`src/wfc3d_pkg.sv`:
```
// Shared types, codes and constants of the 3D tile solver.
package wfc3d_pkg;

  localparam int unsigned DEF_MAX_TILES   = 16;
  localparam int unsigned DEF_MAX_WIDTH   = 64;
  localparam int unsigned DEF_MAX_HEIGHT  = 64;
  localparam int unsigned DEF_MAX_DEPTH   = 32;
  localparam int unsigned DEF_STACK_DEPTH = 8192;
  localparam int unsigned DEF_SOCKET_BITS = 8;

  localparam logic [31:0] RNG_ZERO_SEED = 32'h9E3779B9;

  // socket side read on the source tile / on the neighbour tile, per direction
  localparam int unsigned OWN_SIDE   [6] = '{0, 2, 1, 3, 4, 5};
  localparam int unsigned OTHER_SIDE [6] = '{2, 0, 3, 1, 5, 4};

  typedef enum logic [1:0] {
    KIND_LOAD  = 2'd0,
    KIND_SOLVE = 2'd1,
    KIND_READ  = 2'd2
  } kind_t;

  typedef enum logic [1:0] {
    ST_SOLVED   = 2'd0,
    ST_FAILED   = 2'd1,
    ST_NO_TILES = 2'd2
  } status_t;

  typedef enum logic [2:0] {
    REG_GRID_WIDTH   = 3'd0,
    REG_GRID_HEIGHT  = 3'd1,
    REG_GRID_DEPTH   = 3'd2,
    REG_TILE_COUNT   = 3'd3,
    REG_BASE_SEED    = 3'd4,
    REG_MAX_ATTEMPTS = 3'd5
  } reg_idx_t;

  typedef enum logic [2:0] {
    DIR_N    = 3'd0,
    DIR_S    = 3'd1,
    DIR_E    = 3'd2,
    DIR_W    = 3'd3,
    DIR_UP   = 3'd4,
    DIR_DOWN = 3'd5
  } dir_t;

  typedef enum logic [4:0] {
    S_CLEAR, S_IDLE, S_RESULT,
    S_RD_WH, S_RD_LIN, S_RD_MEM, S_RD_DONE,
    S_SV_WH, S_SV_TOT,
    S_CB_ROW, S_CB_ROWW, S_CB_COL, S_CB_COLW,
    S_AT_INIT, S_INIT, S_SCAN_RD, S_SCAN_EV,
    S_MOD_GO, S_MOD_WAIT, S_PICK, S_COLLAPSE,
    S_POP, S_POP_W, S_LIN, S_SRC_RD, S_SRC_EV,
    S_DIR, S_NB_RD, S_NB_EV, S_FAIL,
    S_COPY_RD, S_COPY_WR
  } core_state_t;

  typedef struct packed {
    logic [1:0] kind;
    logic [3:0] tile_slot;
    logic [7:0] socket_north;
    logic [7:0] socket_east;
    logic [7:0] socket_south;
    logic [7:0] socket_west;
    logic [7:0] socket_up;
    logic [7:0] socket_down;
    logic [5:0] cell_x;
    logic [5:0] cell_y;
    logic [4:0] cell_z;
  } item_t;

  typedef struct packed {
    logic [3:0]  cell_tile;
    logic [1:0]  status;
    logic [31:0] seed_used;
  } result_t;

  typedef struct packed {
    logic [6:0]  grid_width;
    logic [6:0]  grid_height;
    logic [5:0]  grid_depth;
    logic [4:0]  tile_count;
    logic [31:0] base_seed;
    logic [7:0]  max_attempts;
  } cfg_t;

endpackage

```
`src/wfc3d_cfg.sv`:
```
// Configuration registers behind the APB-style port.
module wfc3d_cfg import wfc3d_pkg::*; (
  input  logic        clk,
  input  logic        rst,
  input  logic        psel,
  input  logic        penable,
  input  logic        pwrite,
  input  logic [4:0]  paddr,
  input  logic [31:0] pwdata,
  output logic [31:0] prdata,
  output logic        pready,
  output cfg_t        cfg
);

  reg_idx_t idx;

  assign idx    = reg_idx_t'(paddr[4:2]);
  assign pready = 1'b1;

  always_ff @(posedge clk) begin
    if (rst) begin
      cfg.grid_width   <= 7'd8;
      cfg.grid_height  <= 7'd8;
      cfg.grid_depth   <= 6'd4;
      cfg.tile_count   <= 5'd0;
      cfg.base_seed    <= 32'd1;
      cfg.max_attempts <= 8'd1;
    end else if (psel && penable && pwrite && pready) begin
      unique case (idx)
        REG_GRID_WIDTH:   cfg.grid_width   <= pwdata[6:0];
        REG_GRID_HEIGHT:  cfg.grid_height  <= pwdata[6:0];
        REG_GRID_DEPTH:   cfg.grid_depth   <= pwdata[5:0];
        REG_TILE_COUNT:   cfg.tile_count   <= pwdata[4:0];
        REG_BASE_SEED:    cfg.base_seed    <= pwdata;
        REG_MAX_ATTEMPTS: cfg.max_attempts <= pwdata[7:0];
        default: ;
      endcase
    end
  end

  always_comb begin
    unique case (idx)
      REG_GRID_WIDTH:   prdata = {25'd0, cfg.grid_width};
      REG_GRID_HEIGHT:  prdata = {25'd0, cfg.grid_height};
      REG_GRID_DEPTH:   prdata = {26'd0, cfg.grid_depth};
      REG_TILE_COUNT:   prdata = {27'd0, cfg.tile_count};
      REG_BASE_SEED:    prdata = cfg.base_seed;
      REG_MAX_ATTEMPTS: prdata = {24'd0, cfg.max_attempts};
      default:          prdata = 32'd0;
    endcase
  end

endmodule

```
`config.mk`:
```
export PLATFORM = sky130hd
export DESIGN_NAME = wfc3d_cfg
export DESIGN_NICKNAME = d
export VERILOG_FILES = /design/src/wfc3d_pkg.sv /design/src/wfc3d_cfg.sv
export SDC_FILE = /design/constraint.sdc
export NUM_CORES = 1
export LEC_CHECK = 0
export ABC_AREA = 1
export BUFFER_PORTS_ARGS = -buffer_cell sky130_fd_sc_hd__buf_2
export CAP_MARGIN = 40
export CORE_UTILIZATION = 30
export CTS_BUF_LIST = sky130_fd_sc_hd__clkbuf_4 sky130_fd_sc_hd__clkbuf_8
export DETAILED_ROUTE_END_ITERATION = 10
export GPL_TIMING_DRIVEN = 0
export PLACE_DENSITY = 0.6
export SETUP_SLACK_MARGIN = 0.5
export SYNTH_ARGS = -nofsm -noshare
export SYNTH_HDL_FRONTEND = slang
export SYNTH_SLANG_ARGS = --single-unit
```
`constraint.sdc`:
```
create_clock -name clk -period 1.3 [get_ports clk]
set_input_delay 0.13 -clock clk [delete_from_list [all_inputs] [get_ports clk]]
set_output_delay 0.13 -clock clk [all_outputs]
set_load 0.01 [all_outputs]
```
## Word level (Yosys, flattened, before mapping)

Index checks and enable logic that the tools add are counted.
W data, S select, Z words.

- Register bits: 65
- Input bits: 42
- Output and inout port bits: 98
- Word-level logic and storage cells: 21

- Eq/ne operators: 5
- Muxes and demuxes: 1
- Reductions and logical operators: 9

Operators by type and width:

| kind | count |
|---|---|
| $pmux W32 S6 | 1 |
| $reduce_and A2 Y1 | 6 |
| $eq A3 B2 Y1 const B | 2 |
| $eq A3 B3 Y1 const B | 2 |
| $eq A3 B1 Y1 const B | 1 |
| $logic_not A3 Y1 | 1 |
| $logic_and A1 B1 Y1 | 2 |

## Depth between registers and ports, before layout

Gate-level depths: netlist of the first run.

- Depth in word-level cells: 3
- Gate-level depth with buffers: 8
- Gate-level depth less buffers: 7

## Least setup slack after synthesis of the first run

Ideal clock, no wire load.

- Path type: input to output
- Start: input port paddr[2]
- End: output port prdata[7]
- Arrival time: 973 ps
- Data required time: 1,170 ps
- Path slack: 197 ps
- Cell stages on the path: 7
- Path buffers: 2
- Cells stage by stage: buf_4 > inv_2 > nand2_1 > nor2_2 > buf_4 > nand2_1 > o21ai_0

- Word-level cells in the longest chain between the ends: 2
- Elaborated cells between the ends (all ways): 7
- Those cells by class: 5 x eq/ne; 1 x mux; 1 x reduce/logical

Ends and longest elaborated chain:

| what | line | RTL |
|---|---|---|
| start, declared | wfc3d_cfg.sv:8 | `input logic [4:0] paddr,` |
| $eq A3 B3 Y1 (tied with other cells) | wfc3d_cfg.sv:42 | `unique case (idx)` |
| $pmux W32 S6 * | wfc3d_cfg.sv:42 |  |
| end, declared | wfc3d_cfg.sv:10 | `output logic [31:0] prdata,` |

Every way passes the cells marked *; elsewhere a longest branch is shown, timed or not.

## Worst setup path in the final report of the first run

- Start: register cfg[44] in the netlist's numbering
- End: output port prdata[4]

- Word-level cells in the longest chain between the ends: 1

Ends and longest elaborated chain:

| what | line | RTL |
|---|---|---|
| start, declared | wfc3d_cfg.sv:12 | `output cfg_t cfg` |
| $pmux W32 S6 | wfc3d_cfg.sv:42 |  |

Every way passes these cells.

==> impl_metrics.toml, run 1 <==
[status]
status = "complete, no violations"

[die]
start_util_pct = 30.9
ios = 140
die_y_um = 108
core_region_area_sq_um = 10900
die-area_sq_um = 11600
die_w_um = 108
row_count = 38

[final_layout]
largest_reg_flops = 65
regMostFlops = "cfg"
diodes = 0
layout.nets = 785
largest_registers = "cfg x65"
drive_gt1_share_pct = 46.5
final_cells = 887
final_util_pct = 53.1
syn_to_final_growth_pct = 71.9

[power_and_ir_drop]
leakage_nw = 2.77
irDropWorstVdd_v = 0.000399
p_clk_share_pct = 36.7
internal_power_mw = 3.09
swShare_pct = 28.1
power_density_nw_per_um2 = 742
pwr-share-comb_pct = 15.7
power_mw = 4.29
p_switching_mw = 1.21
p_seq_share_pct = 47.6

[clock_network]
clock_latency_ns = 0.33
root_buffer = "clkbuf_8"
htreeDepth = 3
clk_pin_slew_worst_paths_ns = 0.07
max-clock-path-buffers = 2
cts_tree = "yes"
cts_buffers = 9
ctsHoldBuffers = 0
clkSinkCount = 65

[worst_setup_path]
arrival_ns = 1.14
crit_fanout = 2
required_ns = 1.17
crit_top_cell = "nand2_1"
path_cells = "nand4_1 -> nand2_1 -> nor2_1 -> nand2_1 -> buf_2"
startpoint_type = "flip-flop"
critPathSlowestCell = "dfxtp_2"
criticalPathCategory = "reg2out"
slowest_delay_ns = 0.33
end_kind = "primary output"

[grt]
gr-usage-met2_pct = 33.7
grt_usage_pct = 20.9
grt_max_degree = 11
grtUsageMet1_pct = 27.3
grt_pass1_vias = 3660
busiest_layer = "met2"
use_met3_pct = 3.75
overflow = 0
antenna_found_initial = 0
grt_pass1_wl_mm = 18.6

[synth]
synthTopCellsByArea = "dfxtp_1, nor2_1, nand2_1"
ys_ff_latch = 65
synth_nets = 587
synth_top_area_cell = "dfxtp_1"
ys_types = 20
syn_area_sq_um = 3360
synth_edf_count = 0
synthTopCellsByCount = "nor2_1, nand2_1, inv_1"
synth_area_per_cell_sq_um = 6.17
ys.flop_type = "dfxtp_1"
synthCells = 545
yosys.area.top_type_share_pct = 38.7
async_flop_share_pct = 0
synth.most_common_cell = "nor2_1"
yosys_warnings = 0
ys_seq_area_share_pct = 38.7

[job]
cap_violations = 0

[placement]
hpwl_mm = 8.18
dp_cells = 819
io_buffers = 134
routabilityCongestion = 0.827

[timing]
hold_viol_final = 0
fin_crit_ns = 1.27
rsz0062_at_grt = "yes"
clock_skew_ns = 0
maxSlewViolCount = 0
fmax_mhz = 789
setup_violations = 0
fin_crit_sh_pct = 97.5
fin_setup_tns_ns = 0

[route]
routed_via_density = 4.62
drtIter0Drc = 258
drc = 0
ant_nets = 0
routed_wl_mm = 12.0
dr.pass1.iters = 5
wire_per_inst_um = 13.5
num_vias = 4099

[hold_path]
hold_path.class = "in2reg"
metrics by stage:
| step | hold WS [ns] | instance area (sq um) | worst slack, ns |
|---|---|---|---|
| 3_3_place_gp | 0.370 | 4450 | -0.0714 |
| 3_5_place_dp | 0.376 | 4450 | -0.0675 |
| 6_report | 0.0332 | 5780 | 0.0322 |
| 2_1_floorplan | 0.256 | 3600 | 0.281 |
| 4_1_cts | 0.0164 | 5490 | 0.0270 |
| 5_1_grt | 0.0440 | 5780 | -0.0241 |
repair_timing:
item | CTS | global route
gates resized for setup | 157 | 39
setup endpoints to repair | 151 | 154
cloned | 6 | 0
pin swaps | 23 | 36
buffers inserted | 33 | 14
final timing paths:
kind	start	endpoint	slack (ns)	cells after the start
max	cfg[44]	prdata[4]	0.03	5
min	pwdata[2]	cfg[47]	0.03	3
max reg2reg	cfg[3]	cfg[3]	0.40	5
min reg2reg	cfg[35]	cfg[35]	0.48	2
power groups by stage:
stage / clock [mW] / combinational, mW / sequential (mW)
after floorplan: 0 / 0.320 / 2.09
after global placement: 0 / 0.513 / 2.08
after detailed placement: 0 / 0.519 / 2.08
after CTS: 1.60 / 0.635 / 2.04
after global routing: 1.70 / 0.730 / 2.05
final: 1.58 / 0.672 / 2.04
final cells by class:
type                            count  area, sq um
Clock inverter                      3         17.5
Sequential cell                    65         1380
Inverter                           76          295
Multi-Input combinational cell    374         1830
Timing Repair Buffer              187         1650
Fill cell                        1058         5110
Buffer                             30          280
Tap cell                          140          175
Clock buffer                       12          153
cells by family (layout without fill, tap and decap cells):
kind of cell	Yosys count	after routing	synth area share, %
AO/OA/AOI/OAI	6	6	0.893
other	1	1	0.112
buffers and inverters	106	308	13.7
flip-flops	65	65	38.7
AND/OR/NAND/NOR	367	367	46.6
routing by layer:
layer  share of wire, %  vias to the layer above
met5                  0                        -
met4                1.9                        0
met3                6.4                       19
met2                 49                      137
met1                 43                     1897
li1                   -                     2046
cell usage in the layout, fill, tap and decap left out:
cell,netlist,routed
inv_2,3,4
buf_2,9,72
buf_4,6,27
dfxtp_2,0,65
buf_1,6,2
nand2_1,107,103
inv_4,0,1
nand3_1,62,59
nand3_2,2,2
buf_8,0,2
nand3_4,0,3
nor2_4,2,20
conb_1,1,1
nand4_1,17,17
o21ai_1,0,1
clkbuf_4,0,5
inv_8,0,1
clkbuf_1,5,2
clkinv_2,0,2
nor2_8,1,1
buf_16,0,2
nand2_8,0,2
clkinvlp_4,0,1
buf_6,4,100
o21ai_0,6,4
o21ai_2,0,1
clkbuf_16,0,1
nand2_2,1,4
clkbuf_2,0,2
nor2_2,6,15
clkbuf_8,0,10
buf_12,0,4
inv_1,73,70
nor2_1,168,141
critical path, delay by kind of cell (launching register included):
family	cells	cell delay, ns
AND/OR/NAND/NOR	4	0.34
buffers and inverters	1	0.13
flip-flops	1	0.33
No activity file was read; power rests on OpenSTA's default activity.
==> run 2: changes to the inputs <==
GPL_TIMING_DRIVEN = unset   (was 0)
==> impl_metrics.toml, run 2 (synthesized netlist as in run 1, its figures left out) <==
[status]
status = "complete, no violations"

[die]
row_count = 38
ios = 140
start_util_pct = 30.9
die_w_um = 108
die-area_sq_um = 11600
core_region_area_sq_um = 10900
die_y_um = 108

[power_and_ir_drop]
p_clk_share_pct = 39.2
power_mw = 4.51
irDropWorstVdd_v = 0.000572
p_seq_share_pct = 44.4
internal_power_mw = 3.20
pwr-share-comb_pct = 16.3
power_density_nw_per_um2 = 694
swShare_pct = 29.2
p_switching_mw = 1.32
leakage_nw = 3.01

[final_layout]
layout.nets = 791
seq_area_sq_um = 1440
syn_to_final_growth_pct = 93.3
final_cells = 894
final_util_pct = 59.7
fillers = 982
largest_registers = "cfg x65"
largest_reg_flops = 65
design_area_sq_um = 6500
diodes = 0
regMostFlops = "cfg"
multi_input_area_sq_um = 2140
final_common_cell = "buf_6"
drive_gt1_share_pct = 56.6
layout_common_cells = "buf_6, nor2_1, nand2_1, nor2_4, nand3_1"

[route]
drtIter0Drc = 211
drc = 0
routed_wl_mm = 12.6
routed_via_density = 4.61
wire_per_inst_um = 14.1
num_vias = 4119
ant_nets = 0
dr.pass1.iters = 4

[clock_network]
cts_buffers = 9
cts_tree = "yes"
root_buffer = "clkbuf_8"
clock_latency_ns = 0.35
clkSinkCount = 65
htreeDepth = 3
max-clock-path-buffers = 2
clk_pin_slew_worst_paths_ns = 0.08

[grt]
grt_max_degree = 66
grt_pass1_vias = 3764
antenna_found_initial = 0
grt_usage_pct = 20.8
overflow = 0
grt_pass1_wl_mm = 18.7

[placement]
routabilityCongestion = 0.791
dp_cells = 818
place_area_sq_um = 4490
io_buffers = 136
hpwl_mm = 7.63
place_ws_ns = 0.0171

[hold_path]
min_delay_worst_endpoint = "cfg[47]"
hp-start = "pwdata[2]"
hold_path_depth = 3
hold_path.class = "in2reg"

[worst_setup_path]
crit_fanout = 3
r2r_cells = 5
timing.rr.start = "cfg[9]"
required_ns = 1.17
r2r-end = "cfg[9]"
criticalPathCategory = "reg2out"
rrSetupSlack_ns = 0.39
arrival_ns = 1.15
startpoint_type = "flip-flop"
end_kind = "primary output"

[timing]
setup_violations = 0
finalWorstSetupSlack_ns = 0.0208
clock_skew_ns = 0
fin_crit_sh_pct = 98.4
maxSlewViolCount = 0
fin_crit_ns = 1.28
fin_setup_tns_ns = 0
hold_viol_final = 0
fmax_mhz = 782
holdWs_ns = 0.0209
rsz0062_at_grt = "yes"

[job]
cap_violations = 0
run 2: cell types whose count changed in the layout (fill, tap and decap cells not counted), sizes merged:
cell,previous run,this run
clkinv,2,3
clkbuf,20,9
clkinvlp,1,3
nor2,177,178
bufinv,0,1
buf,209,222
run 2: repair_timing:
action / in CTS / in global routing
pin swaps: 40 / 49
gates cloned: 6 / 1
setup endpoints to repair: 150 / 142
resized for setup: 191 / 161
hold buffers: 0 / 0
setup buffers: 35 / 18
run 2: area by class of cell:
type	instances	share of cell area (%)
sequential	65	22.1
inverter	76	4.58
timing repair buffer	222	34.7
tap	140	2.69
clock inverter	7	1.10
clock buffer	9	1.90
multi-input combinational	375	32.8
run 2: worst max-delay path, cell delays in order, from the launching register on:
cell,delay (ns)
dfxtp_2,0.34
nand4_1,0.10
nand2_1,0.06
nor2_1,0.10
nand2_1,0.06
buf_2,0.13
run 2: power groups by stage:
stage	Combinational, mW	Sequential (mW)	Clock (mW)
detailed placement	0.529	2.08	0
floorplan	0.320	2.09	0
CTS	0.654	2.04	1.80
finish	0.737	2.01	1.77
global route	0.796	2.01	1.90
global placement	0.522	2.08	0
run 2: routing by layer:
metal  vias to the layer above  GRT usage (%)  share of wire, %
met2                       117           35.0                52
met3                        18           4.48               5.4
li1                       2064              -                 -
met4                         0           6.95               1.7
met1                      1920           26.1                41
met5                         -              0                 0
run 2: worst max-delay path by stage:
stage               cells after the start   endpoint  slack (ns)  startpoint
global placement                        8    cfg[17]        0.05    paddr[3]
floorplan                               7     cfg[8]        0.28    paddr[2]
global route                            5  prdata[4]       -0.05     cfg[12]
finish                                  5  prdata[2]        0.02     cfg[47]
detailed placement                      8    cfg[22]        0.02    paddr[3]
CTS                                     5  prdata[0]        0.04     cfg[40]
==> run 3: changes to the inputs <==
BUFFER_PORTS_ARGS = -buffer_cell sky130_fd_sc_hd__clkbuf_2   (was -buffer_cell sky130_fd_sc_hd__buf_2)
CELL_PAD_IN_SITES_DETAIL_PLACEMENT = 1   (was unset)
CELL_PAD_IN_SITES_GLOBAL_PLACEMENT = 2   (was unset)
CORE_MARGIN = 1.5   (was unset)
CORE_UTILIZATION = 24   (was 30)
PLACE_DENSITY = 0.87   (was 0.6)
==> impl_metrics.toml, run 3 (synthesized netlist as in run 1, its figures left out) <==
[final_layout]
regMostFlops = "cfg"
largest_registers = "cfg x65"
largest_reg_flops = 65
syn_to_final_growth_pct = 105
final_cells = 944
diodes = 0
fillers = 1648
layout_common_cells = "buf_6, nand2_1, nor2_1, nor2_4, inv_1"
final_common_cell = "buf_6"
layout.nets = 801
drive_gt1_share_pct = 56.0

[placement]
hpwl_mm = 9.10
place_ws_ns = -0.0760
dp_cells = 860
routabilityCongestion = 0.829
io_buffers = 136

[power_and_ir_drop]
leakage_nw = 3.12
power_mw = 4.63
p_seq_share_pct = 43.4
p_clk_share_pct = 38.9
p_switching_mw = 1.35
irDropWorstVdd_v = 0.000385
swShare_pct = 29.2
power_density_nw_per_um2 = 672
pwr-share-comb_pct = 17.7
internal_power_mw = 3.28

[worst_setup_path]
cp-startpoint = "cfg[42]"
crit_family = "flip-flops"
slowest_delay_ns = 0.35
crit_buf_inv = 1
crit_fanout = 2
required_ns = 1.17
criticalPathCategory = "reg2out"
end_kind = "primary output"
arrival_ns = 1.20
path_cells = "nand4_1 -> nand2_1 -> nor2_1 -> nand2_1 -> buf_2"
critPathSlowestCell = "dfxtp_4"
timing.rr.start = "cfg[42]"
crit_top_cell = "nand2_1"
startpoint_type = "flip-flop"

[grt]
grt_pass1_wl_mm = 21.2
antenna_found_initial = 0
overflow = 0
grt_usage_pct = 18.8
grt_pass1_vias = 4117
grt_max_degree = 66

[route]
num_vias = 4326
routed_wl_mm = 15.6
dr.pass1.iters = 5
routed_via_density = 4.58
ant_nets = 0
wire_per_inst_um = 16.5
drc = 0
drtIter0Drc = 150

[clock_network]
cts_buffers = 9
cts_tree = "yes"
clk_pin_slew_worst_paths_ns = 0.08
clock_latency_ns = 0.36
root_buffer = "clkbuf_8"
clkSinkCount = 65
max-clock-path-buffers = 2
htreeDepth = 3

[die]
die_y_um = 121
core_region_area_sq_um = 13800
ios = 140
start_util_pct = 24.4
die-area_sq_um = 14700
row_count = 43
die_w_um = 121

[job]
cap_violations = 0

[timing]
setup_violations = 2
clock_skew_ns = 0
maxSlewViolCount = 0
rsz0062_at_grt = "yes"
hold_viol_final = 0
fin_crit_sh_pct = 102
fin_crit_ns = 1.33
finalWorstSetupSlack_ns = -0.0279
fmax_mhz = 753

[hold_path]
hp-start = "pwdata[3]"
hold_path.class = "in2reg"

[status]
violations = "setup timing"
status = "finished, violations left"
==> run 3: cell type report <==
type / count / area (sq um) / area share (%)
Timing Repair Buffer: 233 / 2520 / 36.5
Multi-Input combinational cell: 374 / 2210 / 32.1
Sequential cell: 65 / 1440 / 20.8
Inverter: 76 / 310 / 4.50
Tap cell: 180 / 225 / 3.27
Clock buffer: 11 / 139 / 2.01
Clock inverter: 5 / 56.3 / 0.817
==> run 3: worst paths after layout <==
kind / end / slack [ns] / depth (start not counted)
setup / recovery: prdata[2] / -0.03 / 5
hold / removal: cfg[61] / 0.02 / 3
hold reg to reg: cfg[54] / 0.50 / 2
setup reg to reg: cfg[42] / 0.42 / 5
==> run 3: timing repair <==
action                                 CTS  global route
cloned                                   6             2
setup buffers                           31            28
endpoints found under the hold margin    1             0
pin swaps                               20            41
hold buffers                             1             0
gates resized for setup                121           349
setup endpoints to repair              147           149
==> run 3: routing by layer <==
layer	routed length [um]	up-vias	share of wire, %	track usage (%)
met1	6190	2085	40	23.2
met4	372	0	2.4	6.76
met3	756	27	4.8	3.34
li1	-	2085	-	-
met2	8290	129	53	32.5
met5	0	-	0	0
==> run 3: power groups by stage <==
| stage | clock network, mW | logic [mW] | registers (mW) |
|---|---|---|---|
| finish | 1.80 | 0.820 | 2.01 |
| global placement | 0 | 0.527 | 2.08 |
| global route | 1.95 | 0.878 | 2.01 |
| floorplan | 0 | 0.320 | 2.09 |
| CTS | 1.84 | 0.671 | 2.04 |
| detailed placement | 0 | 0.543 | 2.08 |
==> run 3: stage by stage <==
| step | instance area [sq um] | util, % | setup TNS (ns) | hold WS [ns] |
|---|---|---|---|---|
| after floorplan | 3600 | - | 0 | 0.256 |
| after global placement | 4540 | 33.0 | 0 | 0.375 |
| after detailed placement | 4540 | 33.0 | -0.917 | 0.382 |
| after CTS | 5520 | 40.1 | 0 | 0.00264 |
| after global routing | 6900 | 50.1 | -0.378 | 0.0385 |
| final | 6900 | 50.1 | -0.0441 | 0.0151 |
==> run 3: worst register-to-register path: stages, from the launching register on <==
cell     delay [ns]
dfxtp_4        0.35
buf_6          0.11
buf_6          0.12
buf_6          0.11
nor2_4         0.06
nor2_1         0.04
